===== src/hdl/cesd_pkg.sv =====
// Shared types and constants of the C string escape decoder.
package cesd_pkg;

   localparam int unsigned CharWidth = 8;
   localparam int unsigned NibbleWidth = 4;
   localparam int unsigned BurstMax = 4;
   localparam int unsigned CountWidth = 3;

   localparam logic [CharWidth-1:0] CharNul = 8'h00;
   localparam logic [CharWidth-1:0] CharTab = 8'h09;
   localparam logic [CharWidth-1:0] CharNewline = 8'h0a;
   localparam logic [CharWidth-1:0] CharBackslash = 8'h5c;
   localparam logic [CharWidth-1:0] CharLowerN = 8'h6e;
   localparam logic [CharWidth-1:0] CharLowerT = 8'h74;
   localparam logic [CharWidth-1:0] CharLowerX = 8'h78;
   localparam logic [CharWidth-1:0] CharDigit0 = 8'h30;
   localparam logic [CharWidth-1:0] CharDigit9 = 8'h39;
   localparam logic [CharWidth-1:0] CharLowerA = 8'h61;
   localparam logic [CharWidth-1:0] CharLowerF = 8'h66;
   localparam logic [CharWidth-1:0] CaseBit = 8'h20;
   localparam logic [CharWidth-1:0] PrintLow = 8'h21;
   localparam logic [CharWidth-1:0] PrintHigh = 8'h7e;

   typedef enum logic [1:0] {
      PHASE_PLAIN = 2'd0,
      PHASE_ESC   = 2'd1,
      PHASE_HEX1  = 2'd2,
      PHASE_HEX2  = 2'd3
   } phase_type;

   typedef struct packed {
      phase_type              phase;
      logic [NibbleWidth-1:0] high_nibble;
      logic                   halted;
   } parse_state_type;

   // Up to four output characters caused by one input word; bytes[0] goes first.
   typedef struct packed {
      logic [CountWidth-1:0]             count;
      logic [BurstMax-1:0][CharWidth-1:0] bytes;
      logic                              string_end;
      logic                              bad_escape;
   } burst_type;

   function automatic logic [CharWidth-1:0] hex_char(input logic [NibbleWidth-1:0] nib);
      logic [CharWidth-1:0] ch;
      if (nib < 4'd10) begin
         ch = CharDigit0 + {4'd0, nib};
      end else begin
         ch = CharLowerA + {4'd0, nib} - 8'd10;
      end
      return ch;
   endfunction

endpackage


===== src/hdl/cesd_req_if.sv =====
// Input channel carrying one source character per word.
interface cesd_req_if;
   logic       valid;
   logic       ready;
   logic [7:0] char_code;

   modport source (output valid, output char_code, input ready);
   modport sink (input valid, input char_code, output ready);
endinterface


===== src/hdl/cesd_rsp_if.sv =====
// Result channel carrying one output character and its flags per word.
interface cesd_rsp_if;
   logic       valid;
   logic       ready;
   logic [7:0] out_byte;
   logic       run_last;
   logic       string_end;
   logic       bad_escape;

   modport source (output valid, output out_byte, output run_last, output string_end,
                   output bad_escape, input ready);
   modport sink (input valid, input out_byte, input run_last, input string_end,
                 input bad_escape, output ready);
endinterface


===== src/hdl/cesd_decode.sv =====
// Escape parser and text renderer for one input character.
module cesd_decode (
   input  logic [7:0]                cur_char,
   input  logic                      binary_mode,
   input  cesd_pkg::parse_state_type cur_state,
   output cesd_pkg::parse_state_type next_state,
   output cesd_pkg::burst_type       burst
);

   logic [7:0] folded;
   logic [3:0] hex_val;
   logic       hex_ok;
   logic       have_byte;
   logic       raise_error;
   logic [7:0] dec_byte;

   // A hex digit of either case; setting the case bit folds upper to lower.
   always_comb begin
      folded = cur_char | cesd_pkg::CaseBit;
      hex_ok = 1'b0;
      hex_val = 4'd0;
      if (cur_char >= cesd_pkg::CharDigit0 && cur_char <= cesd_pkg::CharDigit9) begin
         hex_ok = 1'b1;
         hex_val = 4'(cur_char - cesd_pkg::CharDigit0);
      end else if (folded >= cesd_pkg::CharLowerA && folded <= cesd_pkg::CharLowerF) begin
         hex_ok = 1'b1;
         hex_val = 4'(folded - cesd_pkg::CharLowerA + 8'd10);
      end
   end

   always_comb begin
      next_state = cur_state;
      burst = '0;
      have_byte = 1'b0;
      raise_error = 1'b0;
      dec_byte = cesd_pkg::CharNul;

      if (!cur_state.halted) begin
         unique case (cur_state.phase)
            cesd_pkg::PHASE_PLAIN: begin
               if (cur_char == cesd_pkg::CharNul) begin
                  if (!binary_mode) begin
                     burst.count = 3'd1;
                     burst.bytes[0] = cesd_pkg::CharNewline;
                     burst.string_end = 1'b1;
                  end
               end else if (cur_char == cesd_pkg::CharBackslash) begin
                  next_state.phase = cesd_pkg::PHASE_ESC;
               end else begin
                  have_byte = 1'b1;
                  dec_byte = cur_char;
               end
            end
            cesd_pkg::PHASE_ESC: begin
               next_state.phase = cesd_pkg::PHASE_PLAIN;
               unique case (cur_char)
                  cesd_pkg::CharLowerN: begin
                     have_byte = 1'b1;
                     dec_byte = cesd_pkg::CharNewline;
                  end
                  cesd_pkg::CharLowerT: begin
                     have_byte = 1'b1;
                     dec_byte = cesd_pkg::CharTab;
                  end
                  cesd_pkg::CharBackslash: begin
                     have_byte = 1'b1;
                     dec_byte = cesd_pkg::CharBackslash;
                  end
                  cesd_pkg::CharLowerX: begin
                     next_state.phase = cesd_pkg::PHASE_HEX1;
                  end
                  default: begin
                     raise_error = 1'b1;
                  end
               endcase
            end
            cesd_pkg::PHASE_HEX1: begin
               if (hex_ok) begin
                  next_state.high_nibble = hex_val;
                  next_state.phase = cesd_pkg::PHASE_HEX2;
               end else begin
                  raise_error = 1'b1;
               end
            end
            cesd_pkg::PHASE_HEX2: begin
               if (hex_ok) begin
                  next_state.phase = cesd_pkg::PHASE_PLAIN;
                  next_state.high_nibble = 4'd0;
                  have_byte = 1'b1;
                  dec_byte = {cur_state.high_nibble, hex_val};
               end else begin
                  raise_error = 1'b1;
               end
            end
            default: begin
               next_state.phase = cesd_pkg::PHASE_PLAIN;
            end
         endcase
      end

      if (raise_error) begin
         next_state.halted = 1'b1;
         next_state.phase = cesd_pkg::PHASE_PLAIN;
         next_state.high_nibble = 4'd0;
         burst.count = 3'd1;
         burst.bytes[0] = cesd_pkg::CharNul;
         burst.bad_escape = 1'b1;
      end else if (have_byte) begin
         if (binary_mode || (dec_byte >= cesd_pkg::PrintLow
                             && dec_byte <= cesd_pkg::PrintHigh)) begin
            burst.count = 3'd1;
            burst.bytes[0] = dec_byte;
         end else begin
            burst.count = 3'd4;
            burst.bytes[0] = cesd_pkg::CharBackslash;
            burst.bytes[1] = cesd_pkg::CharLowerX;
            burst.bytes[2] = cesd_pkg::hex_char(dec_byte[7:4]);
            burst.bytes[3] = cesd_pkg::hex_char(dec_byte[3:0]);
         end
      end
   end

endmodule


===== src/hdl/c_escape_string_decoder.sv =====
// Top level: C string escape decoder with a four-word output shift register.
// The first output word is offered in the cycle after its input word is accepted.
// Throughput: one input word per cycle while the output is not stalled, also for words
// that give no output; a text escape byte gives four output words and holds the input.
// Reset (synchronous, active high) empties the output register, clears the parser and
// the error halt, and selects text mode.
module c_escape_string_decoder (
   input  logic              clock,
   input  logic              reset,
   input  logic              csr_wr_en,
   input  logic              csr_wr_data,
   cesd_req_if.sink          req_chan,
   cesd_rsp_if.source        rsp_chan
);

   logic                      binary_ff, binary_in;
   cesd_pkg::parse_state_type state_ff, state_in;
   cesd_pkg::parse_state_type state_next;
   cesd_pkg::burst_type       burst;
   logic [2:0]                count_ff, count_in;
   logic [3:0][7:0]           bytes_ff, bytes_in;
   logic                      end_ff, end_in;
   logic                      bad_ff, bad_in;
   logic                      accept;
   logic                      take;

   cesd_decode u_decode (
      .cur_char    (req_chan.char_code),
      .binary_mode (binary_ff),
      .cur_state   (state_ff),
      .next_state  (state_next),
      .burst       (burst)
   );

   assign take = rsp_chan.valid & rsp_chan.ready;
   // A new word may enter when the output register is empty or its last word leaves now.
   assign req_chan.ready = (count_ff == 3'd0) || (count_ff == 3'd1 && rsp_chan.ready);
   assign accept = req_chan.valid & req_chan.ready;

   assign rsp_chan.valid = (count_ff != 3'd0);
   assign rsp_chan.out_byte = bytes_ff[0];
   assign rsp_chan.run_last = (count_ff == 3'd1);
   assign rsp_chan.string_end = end_ff;
   assign rsp_chan.bad_escape = bad_ff;

   always_comb begin
      binary_in = csr_wr_en ? csr_wr_data : binary_ff;
      state_in = accept ? state_next : state_ff;
      if (accept) begin
         count_in = burst.count;
         bytes_in = burst.bytes;
         end_in = burst.string_end;
         bad_in = burst.bad_escape;
      end else if (take) begin
         count_in = count_ff - 3'd1;
         bytes_in = bytes_ff >> 8;
         end_in = end_ff;
         bad_in = bad_ff;
      end else begin
         count_in = count_ff;
         bytes_in = bytes_ff;
         end_in = end_ff;
         bad_in = bad_ff;
      end
   end

   always_ff @(posedge clock) begin
      if (reset) begin
         binary_ff <= 1'b0;
         state_ff <= '{phase: cesd_pkg::PHASE_PLAIN, high_nibble: 4'd0, halted: 1'b0};
         count_ff <= 3'd0;
      end else begin
         binary_ff <= binary_in;
         state_ff <= state_in;
         count_ff <= count_in;
      end
   end

   always_ff @(posedge clock) begin
      bytes_ff <= bytes_in;
      end_ff <= end_in;
      bad_ff <= bad_in;
   end

endmodule

===== src/flat_wrapper.sv =====
// flat-port wrapper written by rule: the top's interface ports become plain ports
module c_escape_string_decoder_flat 
  (clock, reset, csr_wr_en, csr_wr_data, req_chan_valid, req_chan_char_code, req_chan_ready, rsp_chan_valid, rsp_chan_out_byte, rsp_chan_run_last, rsp_chan_string_end, rsp_chan_bad_escape, rsp_chan_ready);
  cesd_req_if req_chan_i ();
  cesd_rsp_if rsp_chan_i ();
  input  logic clock;
  input  logic reset;
  input  logic csr_wr_en;
  input  logic csr_wr_data;
  input wire logic [$bits(req_chan_i.valid)-1:0] req_chan_valid;
  input wire logic [$bits(req_chan_i.char_code)-1:0] req_chan_char_code;
  output wire logic [$bits(req_chan_i.ready)-1:0] req_chan_ready;
  output wire logic [$bits(rsp_chan_i.valid)-1:0] rsp_chan_valid;
  output wire logic [$bits(rsp_chan_i.out_byte)-1:0] rsp_chan_out_byte;
  output wire logic [$bits(rsp_chan_i.run_last)-1:0] rsp_chan_run_last;
  output wire logic [$bits(rsp_chan_i.string_end)-1:0] rsp_chan_string_end;
  output wire logic [$bits(rsp_chan_i.bad_escape)-1:0] rsp_chan_bad_escape;
  input wire logic [$bits(rsp_chan_i.ready)-1:0] rsp_chan_ready;
  assign req_chan_i.valid = req_chan_valid;
  assign req_chan_i.char_code = req_chan_char_code;
  assign req_chan_ready = req_chan_i.ready;
  assign rsp_chan_valid = rsp_chan_i.valid;
  assign rsp_chan_out_byte = rsp_chan_i.out_byte;
  assign rsp_chan_run_last = rsp_chan_i.run_last;
  assign rsp_chan_string_end = rsp_chan_i.string_end;
  assign rsp_chan_bad_escape = rsp_chan_i.bad_escape;
  assign rsp_chan_i.ready = rsp_chan_ready;
  c_escape_string_decoder u_core (.clock(clock), .reset(reset), .csr_wr_en(csr_wr_en), .csr_wr_data(csr_wr_data), .req_chan(req_chan_i), .rsp_chan(rsp_chan_i));
endmodule

===== config.mk =====
export PLATFORM = sky130hd
export DESIGN_NAME = c_escape_string_decoder_flat
export DESIGN_NICKNAME = d
export VERILOG_FILES = /design/src/hdl/cesd_pkg.sv /design/src/hdl/cesd_req_if.sv /design/src/hdl/cesd_rsp_if.sv /design/src/hdl/cesd_decode.sv /design/src/hdl/c_escape_string_decoder.sv /design/src/flat_wrapper.sv
export SDC_FILE = /design/constraint.sdc
export NUM_CORES = 1
export LEC_CHECK = 0
export ABC_CLOCK_PERIOD_IN_PS = 3800
export BUFFER_PORTS_ARGS = -buffer_cell sky130_fd_sc_hd__buf_2
export CORE_AREA = 2 2 126 97
export DETAILED_ROUTE_END_ITERATION = 12
export DIE_AREA = 0 0 128 99
export SETUP_SLACK_MARGIN = 0.5
export SLEW_MARGIN = 20
export SYNTH_ARGS = -nofsm -noshare
export SYNTH_HDL_FRONTEND = slang
export SYNTH_SLANG_ARGS = --single-unit

===== constraint.sdc =====
create_clock -name clock -period 3.8 [get_ports clock]
set_input_delay 0.57 -clock clock [delete_from_list [all_inputs] [get_ports clock]]
set_output_delay 0.57 -clock clock [all_outputs]
set_load 0.01 [all_outputs]

==> reports/summary.md, run 1 <==
## Status
- complete, no violations — result of the run

## Clocking
- 0 — Post-CTS Hold Fix Bufs
- 2 — CTS max path bufs
- 2 — H-tree depth
- 5 — number of clock buffers inserted by TritonCTS
- 0.06 ns — register clock-pin slew on the reported worst setup and hold paths
- sky130_fd_sc_hd__clkbuf_16 — Clock Tree Root
- done — TritonCTS clock tree
- 0.28 ns — Clk Latency, worst-skew pair
- 42 — number of sinks on the clock net

## Drt
- 4 — 1st-pass router iterations
- 14.1 um — post-detailed-route wirelength per cell
- 4.90 — Vias per Instance
- 0 — count of nets left with antenna violations after detail routing
- 0 — DRC violation count after routing
- 2494 — total vias in the final route
- 127 — initial detailed-routing violation count
- 7160 um — final WL

## Power and ir drop
- 541 nW/um^2 — PwrDens
- 1.49 nW — static leakage
- 0.326 mV — peak supply drop

## Synthesis
- 0.411 — sequential cell area fraction in the yosys report
- 305 — cell count after synthesis
- 9.19 sq um — mean post-synth cell area
- 2800 sq um — total standard cell area after synthesis
- sky130_fd_sc_hd__edfxtp_1 — top cell type by total area after synthesis
- sky130_fd_sc_hd__edfxtp_1 33%, sky130_fd_sc_hd__dfxtp_1 7.9%, sky130_fd_sc_hd__ha_1 5.8% — main area contributors after synthesis
- 0 — fraction of registers with async set/reset
- 0 — warnings from Yosys
- 332 — post-synth net total
- sky130_fd_sc_hd__edfxtp_1 — Primary FF master, synth
- 31 — number of synthesized flops with an enable pin
- 62 — post-synthesis cell type count
- 0.332 — share of the synthesized area in the top cell type
- 42 — synthesis-stage register bit count

## GRT
- 0 — initial antenna violation count
- 12100 um — first-pass GRT wire length
- 0 — final global-route overflow total
- 2507 — vias in the first global route
- 0.118 — total track usage
- 36 — maximum number of pins on one net before global-route repair

## Timing
- 0.360 ns — setup slack of the critical path after layout
- 0 — final count of hold timing violations
- 0.00921 ns — worst clock skew
- 291 MHz — maximum frequency from static timing analysis
- true — RSZ-0062 raised after global routing
- 3.44 ns — final critical-path required period
- 0 — Final Max Tran Viols
- 0.433 — Max-slew headroom
- 0.843 ns — Worst Max-Slew Pin Slew
- 0.905 — final worst-path cycle share
- 0 — Setup-failing EPs final

## Setup path
- u_core.state_ff[6]$_SDFFE_PP0P_ — R2R Path Start
- input pin to flip-flop — CP Class
- buf_8 -> clkinvlp_4 -> ha_4 -> or3b_4 -> nand3_2 -> buf_4 -> a21oi_4 -> a22o_1 -> nand2_2 -> inv_1 -> ha_1 -> a211o_1 -> a21oi_1 -> a21oi_2 -> buf_4 -> o211ai_4 -> nand2_4 -> and4b_1 — critical-path cell list
- 8 — largest fanout of any net on the critical path
- sky130_fd_sc_hd__buf_4 — cell with the most instances on the worst path
- u_core.bytes_ff[27]$_SDFFCE_PP0P_ — R2R Path End
- 0.56 ns — register-to-register setup slack
- flip-flop — critical path endpoint category
- 3.59 ns — CP Data Arrival Time
- 3.95 ns — required time of the critical path
- input pin — Worst Setup Start Kind
- sky130_fd_sc_hd__or3b_4 — slowest CP cell
- 14 — number of cells on the worst reg-to-reg path
- 0.39 ns — delay contributed by the slowest stage of the critical path
- 5 — Critical path buffers and inverters
- compound AO/OA/AOI/OAI gates — Crit path max-delay family
- u_core.bytes_ff[27]$_SDFFCE_PP0P_ — end point of the critical path
- req_chan_char_code[0] — Crit. Startpoint
- 18 — count of cell instances traversed by the critical path

## Finish
- 509 — post-route non-filler standard cell count
- 1150 sq um — Sequential cell area
- 1144 — number of fill cells
- 0.329 — final standard cell utilization of the core
- 43 x sky130_fd_sc_hd__buf_4, 38 x sky130_fd_sc_hd__nand2_1, 31 x sky130_fd_sc_hd__edfxtp_1 — most frequent cells in the layout
- 1670 sq um — multi-input combinational cell area
- 0.334 — proportion of layout cells with a drive suffix above 1
- 391 — final layout net count
- 33.9% — P&R area growth vs syn
- sky130_fd_sc_hd__buf_4 — leading cell type in the layout, fill and taps excluded
- 3750 sq um — area of all placed cells without fillers
- 0 — antenna diode instance count

## Placement
- -0.130 ns — worst slack after detailed placement
- 0.888 — Placer Congestion
- 5070 um — half-perimeter wire length after detailed placement
- 484 — Post-Place Cells
- 26 — port bufs
- 3280 sq um — post-placement cell area

## Hold path
- flip-flop to flip-flop — min-delay worst type

## Job
- 0 — max-capacitance violation count

## Floorplan
- 27 — boundary pin count
- 12700 sq um — total die area
- 99 um — Die Y-Extent
- 128 um — overall die width
- 11400 sq um — Core Area
- 0.246 — Initial Utilization
- 34 — FP Rows

[cell type report]
class / count / share of cell area
multi-input cells: 229 / 0.446
flip-flops and latches: 42 / 0.307
repair buffers: 72 / 0.132
well taps: 144 / 0.0480
clock buffers: 5 / 0.0334
clock inverters: 3 / 0.0184
inverters: 14 / 0.0150
[state kept, by name, summed over array words and instances, names as in the netlist]
name / count
u_core.bytes_ff: 21
u_core.rsp_chan.out_byte: 8
u_core.state_ff: 7
u_core.count_ff: 3
u_core.binary_ff: 1
u_core.rsp_chan.bad_escape: 1
u_core.rsp_chan.string_end: 1
[metrics by stage]
| stage | hold WS [ns] | total power (W) | setup TNS [ns] |
|---|---|---|---|
| floorplan | 0.425 | 0.00129 | 0 |
| global placement | 0.441 | 0.00144 | -1.63 |
| detailed placement | 0.450 | 0.00146 | -1.75 |
| CTS | 0.465 | 0.00204 | 0 |
| global route | 0.515 | 0.00217 | 0 |
| finish | 0.475 | 0.00203 | 0 |
[cells by family after synthesis]
family / after synthesis / share of synthesized area
flops: 42 / 0.411
simple gates: 122 / 0.230
mux: 4 / 0.0152
fa+ha+maj: 13 / 0.0581
buf+inv: 35 / 0.0657
xor+xnor: 3 / 0.00938
compound gates: 86 / 0.210
[cells in the mapped netlist, types with 3 or more instances]
| cell | instances |
|---|---|
| sky130_fd_sc_hd__nand3_1 | 7 |
| sky130_fd_sc_hd__and2_1 | 6 |
| sky130_fd_sc_hd__edfxtp_1 | 31 |
| sky130_fd_sc_hd__o31ai_1 | 4 |
| sky130_fd_sc_hd__a22o_1 | 3 |
| sky130_fd_sc_hd__a211o_1 | 3 |
| sky130_fd_sc_hd__buf_2 | 3 |
| sky130_fd_sc_hd__clkbuf_1 | 7 |
| sky130_fd_sc_hd__nor3b_1 | 5 |
| sky130_fd_sc_hd__nand2b_1 | 10 |
| sky130_fd_sc_hd__o21a_1 | 6 |
| sky130_fd_sc_hd__nor4_1 | 4 |
| sky130_fd_sc_hd__o21ai_0 | 17 |
| sky130_fd_sc_hd__nor2_1 | 25 |
| sky130_fd_sc_hd__o211ai_1 | 3 |
| sky130_fd_sc_hd__inv_1 | 13 |
| sky130_fd_sc_hd__ha_1 | 13 |
| sky130_fd_sc_hd__nor2b_1 | 4 |
| sky130_fd_sc_hd__a21oi_1 | 24 |
| sky130_fd_sc_hd__nand2_1 | 39 |
| sky130_fd_sc_hd__dfxtp_1 | 11 |
| sky130_fd_sc_hd__buf_4 | 9 |
[layer usage]
layer | global-route usage | up-vias | wire length (um) | part of all wire
li1 | - | 1231 | - | -
met1 | 0.160 | 1182 | 3370 | 0.47
met2 | 0.192 | 65 | 3340 | 0.47
met3 | 0.0174 | 16 | 275 | 0.038
met4 | 0.0414 | 0 | 170 | 0.024
met5 | 0 | - | 0 | 0
[repair_timing]
action | CTS | global route
resized for setup | 36 | 2
endpoints found under the setup margin | 26 | 26
cloned | 1 | 0
setup buffers | 13 | 3
endpoints found under the hold margin | 0 | 0
pin swaps | 19 | 8
[tightest hold or removal path: stages, from the launching register on]
cell and delay (ns):
sky130_fd_sc_hd__dfxtp_1 0.33, sky130_fd_sc_hd__nand2_1 0.05, sky130_fd_sc_hd__o21ai_0 0.06
[where the power goes]
part / leakage, nW / internal (W) / total, W / switching (W)
Combinational: 0.992 / 0.000273 / 0.000685 / 0.000412
Clock: 0.0940 / 0.000377 / 0.000542 / 0.000165
Sequential: 0.402 / 0.000749 / 0.000802 / 0.0000522
[worst min path at each step]
stage / cells after the start / slack (ns) / endpoint / start
2_1_floorplan: 2 / 0.42 / u_core.state_ff[1]$_SDFFE_PP0P_ / u_core.state_ff[1]$_SDFFE_PP0P_
3_3_place_gp: 2 / 0.44 / u_core.state_ff[1]$_SDFFE_PP0P_ / u_core.state_ff[1]$_SDFFE_PP0P_
3_5_place_dp: 2 / 0.45 / u_core.state_ff[1]$_SDFFE_PP0P_ / u_core.state_ff[1]$_SDFFE_PP0P_
4_1_cts: 2 / 0.47 / u_core.state_ff[1]$_SDFFE_PP0P_ / u_core.state_ff[1]$_SDFFE_PP0P_
5_1_grt: 2 / 0.52 / u_core.state_ff[4]$_SDFFE_PP0P_ / u_core.state_ff[4]$_SDFFE_PP0P_
6_report: 2 / 0.48 / u_core.state_ff[1]$_SDFFE_PP0P_ / u_core.state_ff[1]$_SDFFE_PP0P_
Note: power is estimated with default switching activity, not from simulation.
==> run 2, diff against run 1 <==
--- a/config.mk
+++ b/config.mk
@@ -7,9 +7,9 @@
 export LEC_CHECK = 0
 export ABC_CLOCK_PERIOD_IN_PS = 3800
 export BUFFER_PORTS_ARGS = -buffer_cell sky130_fd_sc_hd__buf_2
-export CORE_AREA = 2 2 126 97
+export CORE_AREA = 2 2 115 89
 export DETAILED_ROUTE_END_ITERATION = 12
-export DIE_AREA = 0 0 128 99
+export DIE_AREA = 0 0 117 91
 export SETUP_SLACK_MARGIN = 0.5
 export SLEW_MARGIN = 20
 export SYNTH_ARGS = -nofsm -noshare
==> run 2 against run 1 <==
Against the previous run: critical path depth is 2 lower; first-iteration DRC count grew 50%; register-to-register slack got worse by 0.03 ns; sequential share of layout area up 0.39 points; clock skew fell by 0.0027 ns; sequential cell count unchanged; die area down 16%; core utilization increased by 6.1 points; count of clock-buffer cells in the layout did not move.
==> reports/summary.md, run 2 (synthesized netlist as in run 1, its figures left out) <==
## Floorplan
- 117 um — overall die width, was 128 um
- 91 um — Die Y-Extent, was 99 um
- 31 — FP Rows, was 34
- 0.295 — Initial Utilization, was 0.246
- 27 — boundary pin count, unchanged
- 9500 sq um — Core Area, was 11400 sq um
- 10600 sq um — total die area, was 12700 sq um

## Drt
- 4.99 — Vias per Instance, was 4.90
- 0 — DRC violation count after routing, unchanged
- 4 — 1st-pass router iterations, unchanged
- 14.7 um — post-detailed-route wirelength per cell, was 14.1 um
- 0 — count of nets left with antenna violations after detail routing, unchanged
- 190 — initial detailed-routing violation count, was 127
- 7230 um — final WL, was 7160 um
- 2453 — total vias in the final route, was 2494

## Timing
- 0.00649 ns — worst clock skew, was 0.00921 ns
- 3.45 ns — final critical-path required period, was 3.44 ns
- 0.465 ns — worst hold slack, was 0.475 ns
- 0.477 — Max-slew headroom, was 0.433
- 0.908 — final worst-path cycle share, was 0.905
- 290 MHz — maximum frequency from static timing analysis, was 291 MHz
- 0 — Setup-failing EPs final, unchanged
- 0 ns — sum of negative setup slack, unchanged
- 0 — Final Max Tran Viols, unchanged
- 0 — final count of hold timing violations, unchanged
- 0.785 ns — Worst Max-Slew Pin Slew, was 0.843 ns
- true — RSZ-0062 raised after global routing, unchanged

## Setup path
- 3.94 ns — required time of the critical path, was 3.95 ns
- 13 — number of cells on the worst reg-to-reg path, was 14
- compound AO/OA/AOI/OAI gates — Crit path max-delay family, unchanged
- 2 — Critical path buffers and inverters, was 5
- u_core.state_ff[6]$_SDFFE_PP0P_ — R2R Path Start, unchanged
- flip-flop — critical path endpoint category, unchanged
- 8 — largest fanout of any net on the critical path, unchanged
- u_core.bytes_ff[27]$_SDFFCE_PP0P_ — R2R Path End, unchanged
- 3.60 ns — CP Data Arrival Time, was 3.59 ns
- 0.53 ns — register-to-register setup slack, was 0.56 ns
- input pin to flip-flop — CP Class, unchanged
- 0.34 ns — delay contributed by the slowest stage of the critical path, was 0.39 ns
- buf_8 -> clkinvlp_4 -> ha_4 -> and3b_2 -> a221oi_4 -> o2bb2a_4 -> o21a_1 -> nand2b_4 -> ha_4 -> nand2b_4 -> a211o_1 -> nor3_2 -> a21oi_2 -> o211ai_4 -> nand2_4 -> and4b_1 — critical-path cell list, was buf_8 -> clkinvlp_4 -> ha_4 -> or3b_4 -> nand3_2 -> buf_4 -> a21oi_4 -> a22o_1 -> nand2_2 -> inv_1 -> ha_1 -> a211o_1 -> a21oi_1 -> a21oi_2 -> buf_4 -> o211ai_4 -> nand2_4 -> and4b_1
- req_chan_char_code[0] — Crit. Startpoint, unchanged
- input pin — Worst Setup Start Kind, unchanged
- sky130_fd_sc_hd__a221oi_4 — slowest CP cell, was sky130_fd_sc_hd__or3b_4

## Finish
- 39 x sky130_fd_sc_hd__buf_4, 36 x sky130_fd_sc_hd__nand2_1, 31 x sky130_fd_sc_hd__edfxtp_1 — most frequent cells in the layout, was 43 x sky130_fd_sc_hd__buf_4, 38 x sky130_fd_sc_hd__nand2_1, 31 x sky130_fd_sc_hd__edfxtp_1
- 386 — final layout net count, was 391
- 21 — number of flip-flops under the largest register name, unchanged
- 0 — antenna diode instance count, unchanged
- 0.344 — proportion of layout cells with a drive suffix above 1, was 0.334
- sky130_fd_sc_hd__buf_4 — leading cell type in the layout, fill and taps excluded, unchanged
- 0.390 — final standard cell utilization of the core, was 0.329
- 492 — post-route non-filler standard cell count, was 509
- 32.2% — P&R area growth vs syn, was 33.9%
- u_core.bytes_ff — register with the highest flop count, unchanged
- 3700 sq um — area of all placed cells without fillers, was 3750 sq um

## GRT
- 0 — initial antenna violation count, unchanged
- 36 — maximum number of pins on one net before global-route repair, unchanged
- 11600 um — first-pass GRT wire length, was 12100 um
- 2375 — vias in the first global route, was 2507
- 0 — final global-route overflow total, unchanged
- 0.138 — total track usage, was 0.118

## Power and ir drop
- 540 nW/um^2 — PwrDens, was 541 nW/um^2
- 1.46 nW — static leakage, was 1.49 nW
- 0.188 mV — peak supply drop, was 0.326 mV

## Clocking
- 0.28 ns — Clk Latency, worst-skew pair, about the same
- 2 — H-tree depth, unchanged
- 42 — number of sinks on the clock net, unchanged
- sky130_fd_sc_hd__clkbuf_16 — Clock Tree Root, unchanged
- 5 — number of clock buffers inserted by TritonCTS, unchanged
- done — TritonCTS clock tree, unchanged
- 2 — CTS max path bufs, unchanged
- 0.06 ns — register clock-pin slew on the reported worst setup and hold paths, about the same

## Placement
- 5210 um — half-perimeter wire length after detailed placement, was 5070 um
- 0.903 — Placer Congestion, was 0.888
- 474 — Post-Place Cells, was 484
- 26 — port bufs, unchanged
- 3280 sq um — post-placement cell area, unchanged

## Hold path
- u_core.state_ff[4]$_SDFFE_PP0P_ — endpoint with the worst hold slack, was u_core.state_ff[1]$_SDFFE_PP0P_
- u_core.state_ff[4]$_SDFFE_PP0P_ — Worst Hold Launch, was u_core.state_ff[1]$_SDFFE_PP0P_
- flip-flop to flip-flop — min-delay worst type, unchanged
- 2 — count of cells along the worst hold path, unchanged

## Status
- complete, no violations — result of the run, unchanged

## Job
- 0 — max-capacitance violation count, unchanged

## run 2: final cells by class
type / instances / area [sq um]
clock inverter: 3 / 43.8
sequential: 42 / 1150
clock buffer: 5 / 125
tap: 132 / 165
timing repair buffer: 68 / 467
inverter: 14 / 56.3
fill: 925 / 5800
multi-input combinational: 228 / 1690
## run 2: worst reg2reg max path, stage by stage (launching register included)
cell and delay [ns]:
sky130_fd_sc_hd__dfxtp_1 0.43, sky130_fd_sc_hd__or2_2 0.37, sky130_fd_sc_hd__a221oi_4 0.26, sky130_fd_sc_hd__o2bb2a_4 0.20, sky130_fd_sc_hd__o21a_1 0.12, sky130_fd_sc_hd__nand2b_4 0.18, sky130_fd_sc_hd__ha_4 0.19, sky130_fd_sc_hd__nand2b_4 0.12
sky130_fd_sc_hd__a211o_1 0.30, sky130_fd_sc_hd__nor3_2 0.17, sky130_fd_sc_hd__a21oi_2 0.11, sky130_fd_sc_hd__o211ai_4 0.28, sky130_fd_sc_hd__nand2_4 0.14, sky130_fd_sc_hd__and4b_1 0.28
## run 2: worst max path at each step
stage / to / slack (ns) / cells past startpoint
final: u_core.bytes_ff[27]$_SDFFCE_PP0P_ / 0.35 / 16
after global routing: u_core.bytes_ff[27]$_SDFFCE_PP0P_ / 0.28 / 16
after CTS: u_core.rsp_chan.out_byte[6]$_DFFE_PP_ / 0.43 / 16
after detailed placement: u_core.bytes_ff[30]$_SDFFCE_PP0P_ / -0.08 / 18
after global placement: u_core.rsp_chan.out_byte[5]$_DFFE_PP_ / 0.02 / 16
after floorplan: u_core.rsp_chan.out_byte[1]$_DFFE_PP_ / 0.26 / 16
## run 2: metrics by stage
step	power [W]	setup slack, ns
6_report	0.00200	0.350
4_1_cts	0.00198	0.434
3_3_place_gp	0.00144	0.0192
3_5_place_dp	0.00146	-0.0845
2_1_floorplan	0.00129	0.265
5_1_grt	0.00214	0.277
## run 2: per-layer routing
layer / wire [um] / GRT usage / part of all wire
met5: 0 / 0 / 0
met2: 3400 / 0.217 / 0.47
met1: 3400 / 0.192 / 0.47
met4: 8 / 0.0245 / 0.0011
met3: 415 / 0.0387 / 0.057
## run 2: repair_timing
item,CTS,global route
pin swaps,9,5
gates resized for setup,27,16
setup endpoints to repair,26,26
setup buffers,7,3
hold buffers,0,0
## run 2: where the power goes
part	internal, W	switching (W)
Clock	0.000311	0.000174
Combinational	0.000285	0.000431
Sequential	0.000749	0.0000488
